## src/hwt_pkg.sv

```systemverilog
// ----------------------------------------------------------------------------
// hwt_pkg
// Shared constants, types and slot selection functions of the timing wheel.
// ----------------------------------------------------------------------------
package hwt_pkg;

  localparam int NEAR_SHIFT       = 8;
  localparam int LEVEL_SHIFT      = 6;
  localparam int NEAR_SLOTS       = 1 << NEAR_SHIFT;
  localparam int WHEEL_SLOTS      = 4 << LEVEL_SHIFT;
  localparam int POOL_ENTRIES_DEF = 64;
  localparam int TAG_BITS_DEF     = 16;
  localparam int TAG_FIELD_W      = 16;
  localparam int DELAY_W          = 31;
  localparam int KIND_W           = 2;
  localparam int SLOT_W           = 8;

  localparam logic [KIND_W-1:0] KIND_ADD_OK   = 2'd0;
  localparam logic [KIND_W-1:0] KIND_ADD_FULL = 2'd1;
  localparam logic [KIND_W-1:0] KIND_EXPIRED  = 2'd2;

  typedef enum logic [4:0] {
    S_IDLE, S_DISP, S_ADD, S_ADD_FIX, S_PLACE_RD, S_PLACE_WR, S_E_START, S_E_HT,
    S_E_RD, S_E_EMIT, S_ADV, S_C_START, S_C_HT, S_C_RD, S_C_LATCH, S_C_NEXT,
    S_END, S_FLUSH
  } state_t;

  typedef enum logic [3:0] {
    OP_NONE, OP_LATCH, OP_ALLOC, OP_ALLOC_FIX, OP_PLACE_RD, OP_PLACE_WR,
    OP_WSTART, OP_WHT, OP_EMIT, OP_ADV, OP_CLATCH, OP_CNEXT, OP_FLUSH
  } op_t;

  typedef struct packed {
    op_t  op;
    logic near_sel;   // walk acts on the near wheel, else on the level wheels
  } cmd_t;

  typedef struct packed {
    logic is_tick;
    logic full;
    logic out_free;
    logic pend_vld;
    logic slot_vld;
    logic at_tail;
    logic c_last;
  } stat_t;

  typedef struct packed {
    logic              near_sel;
    logic [SLOT_W-1:0] idx;
  } slot_t;

  // Pick the slot for an expire time t against the current time c.
  function automatic slot_t place_slot(logic [31:0] t, logic [31:0] c);
    slot_t s;
    s.near_sel = 1'b0;
    if (t[31:8] == c[31:8]) begin
      s.near_sel = 1'b1;
      s.idx      = t[7:0];
    end else if (t[31:14] == c[31:14]) begin
      s.idx = {2'd0, t[13:8]};
    end else if (t[31:20] == c[31:20]) begin
      s.idx = {2'd1, t[19:14]};
    end else if (t[31:26] == c[31:26]) begin
      s.idx = {2'd2, t[25:20]};
    end else begin
      s.idx = {2'd3, t[31:26]};
    end
    return s;
  endfunction

  // Level slot due after time moves to ct; near_sel marks that one is due.
  function automatic slot_t casc_slot(logic [31:0] ct);
    slot_t s;
    s.near_sel = 1'b1;
    s.idx      = '0;
    if (ct == '0) begin
      s.idx = {2'd3, 6'd0};
    end else if (ct[7:0] != '0) begin
      s.near_sel = 1'b0;
    end else if (ct[13:8] != '0) begin
      s.idx = {2'd0, ct[13:8]};
    end else if (ct[19:14] != '0) begin
      s.idx = {2'd1, ct[19:14]};
    end else if (ct[25:20] != '0) begin
      s.idx = {2'd2, ct[25:20]};
    end else begin
      s.idx = {2'd3, ct[31:26]};
    end
    return s;
  endfunction

endpackage

```

## src/hwt_ctrl.sv

```systemverilog
// ----------------------------------------------------------------------------
// hwt_ctrl
// Sequencer of the timing wheel: add, emit, advance, cascade and flush.
// ----------------------------------------------------------------------------
module hwt_ctrl (
  input  logic          clk,
  input  logic          rst_n,
  input  logic          in_tvalid,
  output logic          in_tready,
  input  hwt_pkg::stat_t st,
  output hwt_pkg::cmd_t  cmd
);
  import hwt_pkg::*;

  state_t state_r, state_nxt;
  logic   phase_r, phase_nxt;   // second near emit of a tick
  logic   ret_r, ret_nxt;       // placement returns to the cascade walk

  always_ff @(posedge clk) begin
    if (!rst_n) begin
      state_r <= S_IDLE;
      phase_r <= 1'b0;
      ret_r   <= 1'b0;
    end else begin
      state_r <= state_nxt;
      phase_r <= phase_nxt;
      ret_r   <= ret_nxt;
    end
  end

  always_comb begin
    state_nxt = state_r;
    phase_nxt = phase_r;
    ret_nxt   = ret_r;
    unique case (state_r)
      S_IDLE:     if (in_tvalid) state_nxt = S_DISP;
      S_DISP: begin
        phase_nxt = 1'b0;
        state_nxt = st.is_tick ? S_E_START : S_ADD;
      end
      S_ADD:      state_nxt = st.full ? S_FLUSH : S_ADD_FIX;
      S_ADD_FIX: begin
        ret_nxt   = 1'b0;
        state_nxt = S_PLACE_RD;
      end
      S_PLACE_RD: state_nxt = S_PLACE_WR;
      S_PLACE_WR: state_nxt = ret_r ? S_C_NEXT : S_FLUSH;
      S_E_START: begin
        if (st.slot_vld) state_nxt = S_E_HT;
        else             state_nxt = phase_r ? S_END : S_ADV;
      end
      S_E_HT:     state_nxt = S_E_RD;
      S_E_RD:     state_nxt = S_E_EMIT;
      S_E_EMIT: begin
        if (!st.pend_vld || st.out_free) begin
          if (st.at_tail) state_nxt = phase_r ? S_END : S_ADV;
          else            state_nxt = S_E_RD;
        end
      end
      S_ADV:      state_nxt = S_C_START;
      S_C_START: begin
        if (st.slot_vld) begin
          state_nxt = S_C_HT;
        end else begin
          phase_nxt = 1'b1;
          state_nxt = S_E_START;
        end
      end
      S_C_HT:     state_nxt = S_C_RD;
      S_C_RD:     state_nxt = S_C_LATCH;
      S_C_LATCH: begin
        ret_nxt   = 1'b1;
        state_nxt = S_PLACE_RD;
      end
      S_C_NEXT: begin
        if (st.c_last) begin
          phase_nxt = 1'b1;
          state_nxt = S_E_START;
        end else begin
          state_nxt = S_C_RD;
        end
      end
      S_END:      state_nxt = st.pend_vld ? S_FLUSH : S_IDLE;
      S_FLUSH:    if (st.out_free) state_nxt = S_IDLE;
      default:    state_nxt = S_IDLE;
    endcase
  end

  always_comb begin
    cmd.op       = OP_NONE;
    cmd.near_sel = 1'b1;
    in_tready    = 1'b0;
    unique case (state_r)
      S_IDLE: begin
        in_tready = 1'b1;
        if (in_tvalid) cmd.op = OP_LATCH;
      end
      S_ADD:      cmd.op = OP_ALLOC;
      S_ADD_FIX:  cmd.op = OP_ALLOC_FIX;
      S_PLACE_RD: cmd.op = OP_PLACE_RD;
      S_PLACE_WR: cmd.op = OP_PLACE_WR;
      S_E_START:  cmd.op = OP_WSTART;
      S_E_HT:     cmd.op = OP_WHT;
      S_E_EMIT:   if (!st.pend_vld || st.out_free) cmd.op = OP_EMIT;
      S_ADV:      cmd.op = OP_ADV;
      S_C_START: begin
        cmd.op       = OP_WSTART;
        cmd.near_sel = 1'b0;
      end
      S_C_HT: begin
        cmd.op       = OP_WHT;
        cmd.near_sel = 1'b0;
      end
      S_C_LATCH:  cmd.op = OP_CLATCH;
      S_C_NEXT:   if (!st.c_last) cmd.op = OP_CNEXT;
      S_FLUSH:    if (st.out_free) cmd.op = OP_FLUSH;
      default:    cmd.op = OP_NONE;
    endcase
  end

endmodule

```

## config.mk

```make
export PLATFORM = sky130hd
export DESIGN_NAME = hwt_ctrl
export DESIGN_NICKNAME = d
export VERILOG_FILES = /design/src/hwt_pkg.sv /design/src/hwt_ctrl.sv
export SDC_FILE = /design/constraint.sdc
export NUM_CORES = 1
export LEC_CHECK = 0
export BUFFER_PORTS_ARGS = -buffer_cell sky130_fd_sc_hd__buf_2
export CAP_MARGIN = 15
export CORE_UTILIZATION = 47
export CTS_CLUSTER_DIAMETER = 50
export DETAILED_ROUTE_END_ITERATION = 10
export PLACE_DENSITY = 0.72
export REMOVE_ABC_BUFFERS = 1
export SKIP_CTS_REPAIR_TIMING = 1
export SYNTH_ARGS = -nofsm -noshare
export SYNTH_HDL_FRONTEND = slang
export SYNTH_SLANG_ARGS = --single-unit
```

## constraint.sdc

```tcl
create_clock -name clk -period 2.05 [get_ports clk]
set_clock_uncertainty 0.15 [all_clocks]
set_input_delay 0.205 -clock clk [delete_from_list [all_inputs] [get_ports clk]]
set_output_delay 0.205 -clock clk [all_outputs]
set_load 0.02 [all_outputs]
```

==> summary.log <==
[power] leakage power of the design 0.000357 uW
[sta] post-route setup TNS 0 ns
[sta] final slew viol count 0
[power] P_int 351 uW
[clocking] maximum number of buffers from clock root to sink 2
[finish] final cell count without fillers 162
[floorplanning] number of top-level design ports 16
[critical_path] stages on the worst setup path 5
[floorplanning] number of core rows 15
[finish] most used cells in the layout excluding fill and tap cells 15 x sky130_fd_sc_hd__buf_2, 12 x sky130_fd_sc_hd__nand2_1, 11 x sky130_fd_sc_hd__a21oi_1
[critical_path] setup slack on the worst flop-to-flop path 0.33 ns
[yosys] Synth Flop Type sky130_fd_sc_hd__dfxtp_1
[global_route] number of global-route vias before repair 938
[floorplanning] area of the die 0.00202 mm2
[sta] transition at the pin with the smallest max-transition slack 0.320 ns
[yosys] post-synthesis sequential element count 7
[power] fraction of power spent switching nets 43.5%
[finish] most common library cell in the layout ignoring fill and taps sky130_fd_sc_hd__buf_2
[sta] worst setup slack after layout 0.110 ns
[clocking] Clk pin slew, worst setup/hold paths 0.06 ns
[critical_path] category of the critical setup timing path reg2out
[critical_path] type of element launching the critical path flop
[finish] proportion of layout cells with a drive suffix above 1 28.5%
[critical_path] worst path arrival time 1.59 ns
[critical_path] critical-path cell list and2b_1 > nand2_1 > o31ai_1 > a32o_1 > buf_2
[sta] setup repair after global routing missed its margin no
[critical_path] Worst path top cell family by delay flip-flops
[power] combinational cell fraction of total power 47.3%
[placement] Port Buf Inserts 15
[routing] DRT Pass-1 Iters 4
[clocking] CTS tree built
[finish] fill cell total of the finished layout 186
[power] net switching power 271 uW
[power] Pwr per Cell Area 634 mW/mm2
[floorplanning] width of the die 45.0 um
[global_route] initial antenna violation count 0
[critical_path] worst r2r src state_r[4]
[routing] number of nets still failing antenna checks after routing 0
[routing] vias per cell 5.90
[placement] number of placed instances, taps included 158
[critical_path] worst endpoint required time 1.69 ns
[routing] Detailed Route Iter0 Violations 38
[sta] count of endpoints failing hold in the final timing report 0
[critical_path] termination of the worst setup path cmd[3]
[routing] DRC errors left 0
[critical_path] critical path startpoint state_r[4]
[global_route] overall track demand over capacity in global routing 27.7%
[finish] core occupancy in the finished layout 56.8%
[global_route] largest net degree at the start of global routing 16
[floorplanning] Die Y-Extent 45.0 um
[clocking] H-Tree Level Count 1
[run] number of violations of the max-capacitance limit 0
[sta] final critical path time including I/O delays and setup 1.94 ns
[global_route] gr ovfl total 0
[min_path] worst hold path type in2reg
[floorplanning] core region area 0.00173 mm2
[clocking] count of clock tree sinks 7
[routing] total number of vias 956
[critical_path] WP buf/inv 1
[yosys] number of synthesis warnings 0
[placement] GP Congestion 0.907
[critical_path] highest net fanout along the worst path 7
[power] sequential share of power 31.5%
[critical_path] Register-to-Register Path Depth 6
[critical_path] critical path capture point type output port
[finish] signed area change from the synthesized netlist to the final layout 13.0%
[yosys] EDFF count, synth 0
[clocking] number of buffers created by CTS 3
[routing] routed length per placed instance 14.8 um
[sta] final setup violating endpoints 0
[yosys] gate count after technology mapping 122
[routing] wire length after detailed routing 2.40 mm
[run_status] status finished, final reports clean
[placement] placed wire-length estimate after detailed placement 1.77 mm
[finish] count of nets after finishing 148
[power] Clock Power Share 21.1%
[sta] max frequency 515 MHz
[sta] worst hold slack across all endpoints 0.0845 ns
[critical_path] slowest stage delay, CP 0.46 ns
[yosys] Avg Synthesized Cell Area 7.12 um2
[yosys] share of synthesized registers carrying an async set or reset 0%
[clocking] buffer cell driving the clock tree root sky130_fd_sc_hd__clkbuf_4
[sta] final cycle utilization of the critical path 94.6%
[sta] headroom to the max-slew limit 78.5%
[power] VDD IR-drop max 0.383 mV
[yosys] portion of the post-synthesis area used by sequential elements 16.1%
[yosys] number of distinct library cells after synthesis 48
[yosys] synthesized area 868 um2
[critical_path] cell at the slowest stage of the critical path sky130_fd_sc_hd__dfxtp_1
[critical_path] endpoint of the worst-slack reg-to-reg timing path state_r[1]
[placement] post-placement worst setup slack 0.234 ns
[global_route] first-pass GRT wire length 4.09 mm
[finish] Diodes inserted 0
[clocking] clock latency reported for the late side of the worst-skew pair 0.26 ns
[floorplanning] Starting Density 50.3%
==> metal layers <==
layer	track usage, %	vias to the layer above	routed length, um
met3	8.40	4	137
met4	7.27	0	20
li1	-	476	-
met5	0	-	0
met2	45.5	34	1140
met1	35.0	442	1110
==> area by class of cell <==
class / instances / area, um2 / area share [%]
multi-input cells: 98 / 632 / 64.4
flip-flops and latches: 7 / 145 / 14.8
repair buffers: 21 / 120 / 12.2
well taps: 25 / 31.3 / 3.19
clock buffers: 4 / 26.3 / 2.68
inverters: 7 / 26.3 / 2.68
==> stage by stage <==
stage                     instance area [um2]  power, uW
final                                     981        622
after detailed placement                  945        482
after CTS                                 971        617
after global routing                      981        665
after global placement                    945        477
after floorplan                           793        382
==> logic make-up (layout without fill, tap and decap cells) <==
kind of cell	count (synthesis)	count (layout)	synth area share, %
muxes	1	1	1.15
buffers and inverters	17	32	11.7
AOI/OAI and AO/OA	45	45	33.9
and+or+nand+nor	52	52	37.2
DFF	7	7	16.1
==> state kept, by name, indices dropped and copies added (netlist names) <==
register	cells
phase_r	1
ret_r	1
state_r	5
==> worst min path at each step <==
stage	endpoint	cells after the start	start
2_1_floorplan	phase_r	1	rst_n
4_1_cts	state_r[2]	3	rst_n
5_1_grt	ret_r	2	rst_n
3_3_place_gp	phase_r	2	rst_n
6_report	state_r[2]	3	rst_n
3_5_place_dp	ret_r	2	rst_n
==> cells in the mapped netlist, drive strengths merged (3+ instances only) <==
cell	instances	area share [%]
nor3	3	2.9
nand2b	5	4.8
nor2b	3	2.2
and2b	3	2.6
nor2	7	3.3
a21oi	12	7.3
nand3	6	4.0
inv	7	3.0
and2	3	2.2
buf	10	8.6
o21ai	13	7.5
dfxtp	7	16
nand2	12	5.2
==> power by group through the flow <==
stage	Combinational (uW)	Clock [uW]	Sequential (uW)
after detailed placement	289	0	193
final	294	131	196
after CTS	291	136	190
after global placement	286	0	192
after global routing	321	145	199
after floorplan	183	0	198
==> worst reg2reg max path, stage by stage (launching register included) <==
cell and delay [ns]:
sky130_fd_sc_hd__dfxtp_1 0.46, sky130_fd_sc_hd__buf_4 0.24, sky130_fd_sc_hd__buf_4 0.16, sky130_fd_sc_hd__nor2_1 0.05
sky130_fd_sc_hd__mux2i_1 0.25, sky130_fd_sc_hd__nand3_2 0.15, sky130_fd_sc_hd__a41oi_1 0.17
No activity file was read; power rests on OpenSTA's default activity.
